**config.mk**
```make
export PLATFORM = sky130hd
export DESIGN_NAME = ffha_ctrl
export DESIGN_NICKNAME = d
export VERILOG_FILES = /design/src/sv/ffha_pkg.sv /design/src/sv/ffha_ctrl.sv
export VERILOG_INCLUDE_DIRS = /design/src /design/src/sv
export SDC_FILE = /design/constraint.sdc
export NUM_CORES = 1
export LEC_CHECK = 0
export ABC_AREA = 1
export BUFFER_PORTS_ARGS = -buffer_cell sky130_fd_sc_hd__buf_2
export CORE_AREA = 2 2 39 41
export CTS_CLUSTER_DIAMETER = 150
export CTS_CLUSTER_SIZE = 25
export DETAILED_ROUTE_END_ITERATION = 10
export DIE_AREA = 0 0 41 43
export GPL_TIMING_DRIVEN = 0
export PLACE_DENSITY = 0.82
export SYNTH_ARGS = -nofsm -noshare
export SYNTH_HDL_FRONTEND = slang
export SYNTH_SLANG_ARGS = --single-unit
export TNS_END_PERCENT = 100
```
**constraint.sdc**
```tcl
create_clock -name clk_i -period 1.8 [get_ports clk_i]
set_input_delay 0.18 -clock clk_i [delete_from_list [all_inputs] [get_ports clk_i]]
set_output_delay 0.18 -clock clk_i [all_outputs]
set_load 0.1 [all_outputs]
```
**src/sv/first_fit_header_allocator_assert.svh**
```systemverilog
// assertion macros shared by the allocator modules
`ifndef FIRST_FIT_HEADER_ALLOCATOR_ASSERT_SVH
`define FIRST_FIT_HEADER_ALLOCATOR_ASSERT_SVH
`ifndef ASSERT_OFF
`define FFHA_ASSERT(lbl, clk, rst_n, prop) \
  lbl: assert property (@(posedge clk) disable iff (!rst_n) prop) \
    else $error("ffha assertion failed");
`define FFHA_ASSERT_NEXT(lbl, clk, rst_n, ante, cons) \
  lbl: assert property (@(posedge clk) disable iff (!rst_n) (ante) |=> (cons)) \
    else $error("ffha assertion failed");
`else
`define FFHA_ASSERT(lbl, clk, rst_n, prop)
`define FFHA_ASSERT_NEXT(lbl, clk, rst_n, ante, cons)
`endif
`endif

```
**src/sv/ffha_pkg.sv**
```systemverilog
package ffha_pkg;

  localparam int REQ_W        = 15;
  localparam int OFF_W        = 14;
  localparam int NEED_W       = 16;
  localparam int INIT_PAYLOAD = 64;
  localparam int ROUND_MASK   = 3;

  typedef enum logic [3:0] {
    DP_NOP,
    DP_LOAD,
    DP_CLR,
    DP_RD_POS,
    DP_RD_NXT,
    DP_RD_FREE,
    DP_SPLIT,
    DP_KEEP,
    DP_MERGE_START,
    DP_STEP_POS,
    DP_MERGE_FAIL,
    DP_ABSORB,
    DP_WR_HDR,
    DP_WR_FREE
  } dp_op_e;

  typedef enum logic [1:0] {
    RES_FAIL,
    RES_ALLOC_OK,
    RES_FREE
  } res_e;

  typedef struct packed {
    dp_op_e op;
    logic   out_load;
    res_e   res;
  } dp_cmd_t;

  typedef struct packed {
    logic kind;
    logic zero_req;
    logic free_ok;
    logic pos_end;
    logic nxt_end;
    logic hdr_flag;
    logic fits;
    logic split_ok;
    logic merge_fit;
    logic clr_last;
  } dp_status_t;

endpackage

```
**src/sv/ffha_ctrl.sv**
```systemverilog
`include "first_fit_header_allocator_assert.svh"

module ffha_ctrl import ffha_pkg::*; (
  input  logic       clk_i,
  input  logic       rst_ni,
  input  logic       s_tvalid_i,
  output logic       s_tready_o,
  output logic       m_tvalid_o,
  input  logic       m_tready_i,
  input  dp_status_t status_i,
  output dp_cmd_t    cmd_o
);

  typedef enum logic [3:0] {
    ST_CLEAR,
    ST_IDLE,
    ST_START,
    ST_ALLOC_RD,
    ST_ALLOC_CHK,
    ST_MERGE_RD,
    ST_MERGE_CHK,
    ST_WR_HDR,
    ST_FREE_WR,
    ST_RESP
  } state_e;

  state_e state_q, state_d;
  res_e   res_q, res_d;
  logic   m_valid_q;

  always_comb begin
    state_d      = state_q;
    res_d        = res_q;
    cmd_o.op     = DP_NOP;
    cmd_o.out_load = 1'b0;
    cmd_o.res    = res_q;
    s_tready_o   = 1'b0;
    case (state_q)
      ST_CLEAR: begin
        cmd_o.op = DP_CLR;
        if (status_i.clr_last) begin
          state_d = ST_IDLE;
        end
      end
      ST_IDLE: begin
        s_tready_o = 1'b1;
        if (s_tvalid_i) begin
          cmd_o.op = DP_LOAD;
          state_d  = ST_START;
        end
      end
      ST_START: begin
        if (status_i.kind) begin
          if (status_i.free_ok) begin
            cmd_o.op = DP_RD_FREE;
            state_d  = ST_FREE_WR;
          end else begin
            res_d   = RES_FREE;
            state_d = ST_RESP;
          end
        end else if (status_i.zero_req) begin
          res_d   = RES_FAIL;
          state_d = ST_RESP;
        end else begin
          state_d = ST_ALLOC_RD;
        end
      end
      ST_ALLOC_RD: begin
        if (status_i.pos_end) begin
          res_d   = RES_FAIL;
          state_d = ST_RESP;
        end else begin
          cmd_o.op = DP_RD_POS;
          state_d  = ST_ALLOC_CHK;
        end
      end
      ST_ALLOC_CHK: begin
        if (status_i.hdr_flag) begin
          cmd_o.op = DP_STEP_POS;
          state_d  = ST_ALLOC_RD;
        end else if (status_i.fits) begin
          cmd_o.op = status_i.split_ok ? DP_SPLIT : DP_KEEP;
          state_d  = ST_WR_HDR;
        end else begin
          cmd_o.op = DP_MERGE_START;
          state_d  = ST_MERGE_RD;
        end
      end
      ST_MERGE_RD: begin
        if (status_i.nxt_end) begin
          cmd_o.op = DP_MERGE_FAIL;
          state_d  = ST_ALLOC_RD;
        end else begin
          cmd_o.op = DP_RD_NXT;
          state_d  = ST_MERGE_CHK;
        end
      end
      ST_MERGE_CHK: begin
        if (status_i.hdr_flag) begin
          cmd_o.op = DP_MERGE_FAIL;
          state_d  = ST_ALLOC_RD;
        end else begin
          cmd_o.op = DP_ABSORB;
          state_d  = status_i.merge_fit ? ST_WR_HDR : ST_MERGE_RD;
        end
      end
      ST_WR_HDR: begin
        cmd_o.op = DP_WR_HDR;
        res_d    = RES_ALLOC_OK;
        state_d  = ST_RESP;
      end
      ST_FREE_WR: begin
        cmd_o.op = DP_WR_FREE;
        res_d    = RES_FREE;
        state_d  = ST_RESP;
      end
      ST_RESP: begin
        // wait for the output register to drain
        if (!m_valid_q || m_tready_i) begin
          cmd_o.out_load = 1'b1;
          state_d        = ST_IDLE;
        end
      end
      default: begin
        state_d = ST_IDLE;
      end
    endcase
  end

  always_ff @(posedge clk_i or negedge rst_ni) begin
    if (!rst_ni) begin
      state_q   <= ST_CLEAR;
      res_q     <= RES_FAIL;
      m_valid_q <= 1'b0;
    end else begin
      state_q <= state_d;
      res_q   <= res_d;
      if (cmd_o.out_load) begin
        m_valid_q <= 1'b1;
      end else if (m_tready_i) begin
        m_valid_q <= 1'b0;
      end
    end
  end

  assign m_tvalid_o = m_valid_q;

  `FFHA_ASSERT_NEXT(a_accept_leaves_idle, clk_i, rst_ni, s_tvalid_i && s_tready_o, state_q != ST_IDLE)
  `FFHA_ASSERT_NEXT(a_clear_runs_once, clk_i, rst_ni, state_q != ST_CLEAR, state_q != ST_CLEAR)
  `FFHA_ASSERT_NEXT(a_result_waits, clk_i, rst_ni, (state_q == ST_RESP) && m_valid_q && !m_tready_i, state_q == ST_RESP)

endmodule

```
=== Word-level counts from Yosys, hierarchy flattened ===
Index checks and enable logic that the tools add are counted.

* Word-level logic and storage cells: 59
* Bits in registers: 7

* Reduce and logical (&&, ||, !) cells: 8
* Mux-type cells: 33
* Equality and inequality tests: 15

{| class="wikitable"
|+ Operators by type and width
! operator !! number
|-
| $pmux W4 S9 || 2
|-
| $mux W4 || 9
|-
| $eq A4 B3 Y1 const B || 4
|-
| $mux W3 || 5
|-
| $mux W2 || 7
|-
| $mux W1 || 9
|-
| $eq A4 B2 Y1 const B || 2
|-
| $eq A4 B4 Y1 const B || 2
|-
| $ne A2 B2 Y1 const B || 4
|-
| $pmux W2 S4 || 1
|-
| $ne A3 B3 Y1 const B || 2
|-
| $eq A4 B1 Y1 const B || 1
|-
| $logic_not A4 Y1 || 1
|-
| $reduce_and A4 Y1 || 1
|-
| $reduce_bool A4 Y1 || 1
|-
| $reduce_and A3 Y1 || 1
|-
| $reduce_bool A2 Y1 || 1
|-
| $reduce_or A2 Y1 || 1
|-
| $logic_not A1 Y1 || 1
|-
| $logic_or A1 B1 Y1 || 1
|}

=== Logic depth before layout (Yosys ltp) ===
Gate-level depths: netlist of the first run.

* Word-level depth: 5
* Gate-level depth with buffers: 9
* Gate-level depth less buffers: 9

=== Least setup slack after synthesis of the first run ===
No wires, ideal clock.

* Path type: register to output
* From: register state_q[2]
* To: output port cmd_o[6] (netlist bit)
* Data required time: 1620 ps
* Arrival time: 2882 ps
* Slack: -1262 ps
* Cell stages (with the launch flop): 5
* Cells stage by stage: dfrtp_1 -> inv_2 -> nor2_4 -> nand2_1 -> o21ai_0

{| class="wikitable"
|+ RTL lines
! item !! line !! text
|-
| start, declared || ffha_ctrl.sv:27 || <nowiki>state_e state_q, state_d;</nowiki>
|-
| start signal, assigned || ffha_ctrl.sv:136 || <nowiki>state_q <= state_d;</nowiki>
|-
| end, declared || ffha_ctrl.sv:11 || <nowiki>output dp_cmd_t cmd_o</nowiki>
|}

==> results of run 1 <==
sequential cells by signal, indices dropped and copies added (netlist names):
| register | count |
|---|---|
| state_q | 4 |
| m_tvalid_o | 1 |
| res_q | 2 |
cells in the mapped netlist:
master	n
a21oi_1	2
dfrtp_1	7
inv_1	14
inv_2	1
nand2_1	23
nand2_2	3
nand3_1	9
nand3b_1	2
nand4_1	3
nor2_1	16
nor2_2	2
nor2_4	2
nor3_1	1
nor3_2	1
o2111ai_1	2
o21ai_0	7
or2_1	1
area by class of cell:
type	count	share of cell area (%)
well taps	16	2.23
clock buffers	4	2.92
flip-flops and latches	7	20.0
inverters	15	6.68
repair buffers	27	21.7
multi-input cells	74	46.5
cells by family (layout without fill, tap and decap cells):
kind of cell | after synthesis | in the layout
AO/OA/AOI/OAI | 11 | 11
buffers and inverters | 15 | 46
flip-flops | 7 | 7
AND/OR/NAND/NOR | 63 | 63
routing by layer:
| metal | share of wire [%] | vias up | track usage [%] |
|---|---|---|---|
| met3 | 5.5 | 11 | 6.28 |
| met2 | 51 | 39 | 33.1 |
| met5 | 0 | - | 0 |
| met1 | 39 | 363 | 27.9 |
| met4 | 3.7 | 0 | 7.33 |
| li1 | - | 375 | - |
path summary, 6_finish.rpt:
| check | start | to | slack [ns] |
|---|---|---|---|
| max | state_q[1]$_DFFE_PN0P_ | cmd_o[3] | 0.06 |
| min | m_tready_i | m_tvalid_o$_DFFE_PN0P_ | 0.14 |
| max reg2reg | state_q[1]$_DFFE_PN0P_ | res_q[0]$_DFFE_PN0P_ | 0.38 |
| min reg2reg | res_q[1]$_DFFE_PN0P_ | res_q[1]$_DFFE_PN0P_ | 0.47 |
| max in group asynchronous | rst_ni | state_q[2]$_DFFE_PN0P_ | 1.35 |
| min in group asynchronous | rst_ni | res_q[0]$_DFFE_PN0P_ | 0.28 |
stage by stage:
stage | utilization, % | cell area (um2) | setup slack [ns] | std cells | TNS [ns]
floorplan | - | 623 | -0.482 | 96 | -0.564
CTS | 58.8 | 813 | -0.0177 | 139 | -0.0385
global placement | 54.4 | 753 | 0.0579 | 134 | 0
finish | 65.0 | 900 | 0.0558 | 143 | 0
global route | 65.0 | 900 | -0.0389 | 143 | -0.0643
detailed placement | 54.4 | 753 | 0.0526 | 134 | 0
critical path, delay by kind of cell (launching register included):
kind                   cells  cell delay, ns
and+or+nand+nor            4            0.47
DFF                        1            0.45
buffers and inverters      2            0.28
AOI/OAI and AO/OA          1            0.10
timing repair:
action,CTS,global route
gates resized for setup,8,20
endpoints found under the hold margin,7,0
hold buffers,1,0
setup endpoints to repair,4,6
pin swaps,0,4
setup buffers,0,4
==> flow_summary.ini, run 1 <==
[setup_path]
cp-end-kind = primary output
crit_path_max_fanout = 5
rr_worst_depth = 9
cp-start-kind = register
arrival_ns = 1.56
slowest_stage = dfrtp_2
crit_chain = nand2_1, inv_1, nand3b_1, nand2_2, a21oi_2, nand4_1, buf_8
worstSetupPathType = register to primary output
max_stage_delay_ns = 0.45
worstPathRequired_ns = 1.62

[synth]
synth_seq_cells = 7
avgSynthCellArea_um2 = 6.19
ys.warnings.count = 0
syn_inst = 96
synthAdderAreaFrac_pct = 0
syn-num-nets = 110
synth.area.top_cells = dfrtp_1, nand2_1, nor2_1
synth-simple-area-share_pct = 50.5
ys_types = 17
synth_top_family_by_area = simple AND/OR/NAND/NOR gates
synth_top_area_share_pct = 29.5
ys_seq_area_share_pct = 29.5
synthMuxAreaShare_pct = 0
syn_area_um2 = 594
synth_compound_area_share_pct = 10.5
synthXorXnorAreaFrac_pct = 0
synth_top_cell_by_area = dfrtp_1

[clock_network]
clock_sinks = 7
worstSkewPairLatency_ns = 0.25
cts_tree = done
htreeDepth = 1
cts_buffers = 3
path_clk_slew_ns = 0.05
root_buffer = clkbuf_4
clockBufferDepth = 2

[drt]
firstDrtPassIters = 4
via_count = 788
routedWlPerCell_um = 13.0
drc = 0
ant_nets = 0
routed_wl_mm = 1.85
drt-initial-drc-count = 30
vias_per_cell = 5.51

[final_layout]
multiInputGateArea_um2 = 418
n_antenna_cell = 0
final_common_cell = nand2_1
drive_above_1_share_pct = 45.7
fillers = 112
final-seq-area_um2 = 180
fin_nets = 142
area_growth_pct = 51.4
layout_common_cells = nand2_1, buf_2, nor2_1

[die]
io_pins = 23
die_area_mm2 = 0.00176
start_util_pct = 42.9
fp.dieW_um = 41
fp-row-count = 14
die_h_um = 43
core_area_mm2 = 0.00138

[sta]
clock.fmax_ghz = 0.573
hold_viol_final = 0
setup_viol_count_final = 0
hold_slack_ns = 0.136
maxSlewHeadroom_pct = 68.0
fin_skew_ns = 0.00556
maxSlewViolCount = 0
period_needed_ns = 1.74
worstMarginPinSlew_ns = 0.484
rsz0062_at_grt = true
period_share_pct = 96.9

[grt]
antenna_found_initial = 0
grt_pass1_wl_mm = 2.59
grt_max_degree = 8
gr-usage-all-layers_pct = 21.6
grt_pass1_vias = 645
globalRouteOverflowTotal = 0

[placed_design]
dp_hpwl_mm = 1.21
portBuffers = 22
place_congestion = 0.927

[status]
status = finished clean

[run]
cap_violations = 0

[hold_path]
hold_path_class = input pin to register
hold_depth = 2
Power of run 1 is not shown: default switching activity piles up to over one toggle a cycle in this logic, so the estimate is an artifact.
==> run 2: changes to the inputs <==
--- a/config.mk
+++ b/config.mk
@@ -9,4 +9,5 @@
 export ABC_AREA = 1
 export BUFFER_PORTS_ARGS = -buffer_cell sky130_fd_sc_hd__buf_2
+export CAP_MARGIN = 20
 export CORE_AREA = 2 2 39 41
 export CTS_CLUSTER_DIAMETER = 150
==> constraint.sdc (replaced) <==
create_clock -name clk_i -period 1.8 [get_ports clk_i]
set_input_delay 0.36 -clock clk_i [delete_from_list [all_inputs] [get_ports clk_i]]
set_output_delay 0.36 -clock clk_i [all_outputs]
set_load 0.1 [all_outputs]
==> run 2 against run 1 <==
The run now ends with negative setup slack left. Die area unchanged. Sequential cell count unchanged. Fmax down 9.3%. Final cell count up 5.6%. Setup slack worse by 0.18 ns. Non-clock buffer count up 8. Largest cell class unchanged. Sequential share of layout area down 2.1 points. Clock-buffer cell count unchanged. Core utilization up 8.1 points. Register-to-register slack worse by 0.07 ns.
==> flow_summary.ini, run 2 (same netlist as run 1, synthesis figures left out) <==
[status]
status = complete, but fails checks
violations = negative setup slack

[final_layout]
regMostFlops = state_q
final-instance-count-excl-fill = 151
area_growth_pct = 70.3
fin_nets = 150
fillers = 95
largest_reg_flops = 4
n_antenna_cell = 0
layout_common_cells = nand2_1, buf_2, buf_4
drive_above_1_share_pct = 51.9
final_common_cell = nand2_1

[setup_path]
crit_chain = nor2_4, nand3_1, nand2_2, inv_1, nand4_1, buf_12
crit_path_max_fanout = 6
startpoint = state_q[3]$_DFFE_PN0P_
regToRegStartpoint = state_q[1]$_DFFE_PN0P_
cp-endpoint = cmd_o[4]
slowest_stage = dfrtp_2
worstSetupPathType = register to primary output
rr_worst_depth = 8
rrSetupSlack_ns = 0.31
reg2reg_to = state_q[0]$_DFFE_PN0P_
max_stage_delay_ns = 0.45
cp-end-kind = primary output
arrival_ns = 1.56
worstPathRequired_ns = 1.44
cp-start-kind = register

[die]
die_area_mm2 = 0.00176
io_pins = 23
fp.dieW_um = 41
die_h_um = 43
start_util_pct = 42.9
core_area_mm2 = 0.00138
fp-row-count = 14

[clock_network]
path_clk_slew_ns = 0.06
clock_sinks = 7
root_buffer = clkbuf_4
cts_buffers = 3
clockBufferDepth = 2
cts_tree = done
worstSkewPairLatency_ns = 0.25
htreeDepth = 1

[run]
cap_violations = 0

[placed_design]
dp_hpwl_mm = 1.24
place_congestion = 0.921
dp.cells = 134
portBuffers = 22

[hold_path]
hold_path_class = input pin to register

[grt]
grt_pass1_vias = 798
antenna_found_initial = 0
globalRouteOverflowTotal = 0
grt_max_degree = 8
grt_pass1_wl_mm = 3.30
gr-usage-all-layers_pct = 27.4

[sta]
setup_viol_count_final = 5
maxSlewViolCount = 0
fin_skew_ns = 0.00284
period_needed_ns = 1.92
hold_viol_final = 0
maxSlewHeadroom_pct = 68.0
hold_slack_ns = 0.329
setup_ws_ns = -0.122
clock.fmax_ghz = 0.520
worstMarginPinSlew_ns = 0.484
period_share_pct = 107
rsz0062_at_grt = true

[drt]
drt-initial-drc-count = 32
via_count = 845
drc = 0
firstDrtPassIters = 4
routed_wl_mm = 2.18
routedWlPerCell_um = 14.4
ant_nets = 0
vias_per_cell = 5.60
==> run 2: cell types whose count changed in the layout (fill, tap and decap cells not counted), moves of 2 or more <==
cell,before,now
buf_12,0,3
buf_4,3,12
buf_6,4,1
nand2_1,19,17
==> run 2: how the worst min path moves through the flow <==
stage	startpoint	to	cells after the start
floorplan	rst_ni	m_tvalid_o$_DFFE_PN0P_	0
global placement	rst_ni	state_q[2]$_DFFE_PN0P_	1
detailed placement	rst_ni	state_q[1]$_DFFE_PN0P_	1
CTS	m_tready_i	m_tvalid_o$_DFFE_PN0P_	2
global route	m_tready_i	m_tvalid_o$_DFFE_PN0P_	2
finish	m_tready_i	m_tvalid_o$_DFFE_PN0P_	2
==> run 2: critical path: cells and delay by family, from the launching register on <==
kind | cells | cell delay (ns)
flip-flops | 1 | 0.45
AND/OR/NAND/NOR | 4 | 0.61
buffers and inverters | 2 | 0.24
==> run 2: layout make-up <==
cell class	instances	area [um2]	area share [%]
clock buffers	4	26.3	2.60
inverters	15	62.6	6.18
multi-input cells	74	440	43.5
flip-flops and latches	7	181	17.9
well taps	16	20.0	1.98
repair buffers	35	282	27.8
==> run 2: timing repair <==
action                     in CTS  in global routing
pin swaps                       8                  7
buffers inserted                9                  3
resized for setup              34                  6
hold endpoints to repair        7                  0
setup endpoints to repair       6                  6
hold buffers                    1                  0
gates cloned                    0                  0
==> run 2: per-layer routing <==
| layer | up-vias | GRT usage [%] | wire length (um) |
|---|---|---|---|
| li1 | 389 | - | - |
| met1 | 399 | 30.3 | 844 |
| met2 | 45 | 45.0 | 1120 |
| met3 | 12 | 6.81 | 118 |
| met4 | 0 | 14.7 | 96 |
| met5 | - | 0 | 0 |
==> run 2: metrics by stage <==
stage	worst slack [ns]	utilization (%)	area (um2)	setup TNS, ns
global placement	-0.125	54.5	754	-0.270
global route	-0.196	73.1	1010	-0.801
CTS	-0.0551	70.1	970	-0.178
detailed placement	-0.129	54.5	754	-0.328
floorplan	-0.662	-	624	-1.26
finish	-0.122	73.1	1010	-0.463
Power of run 2 is left out for the same reason.
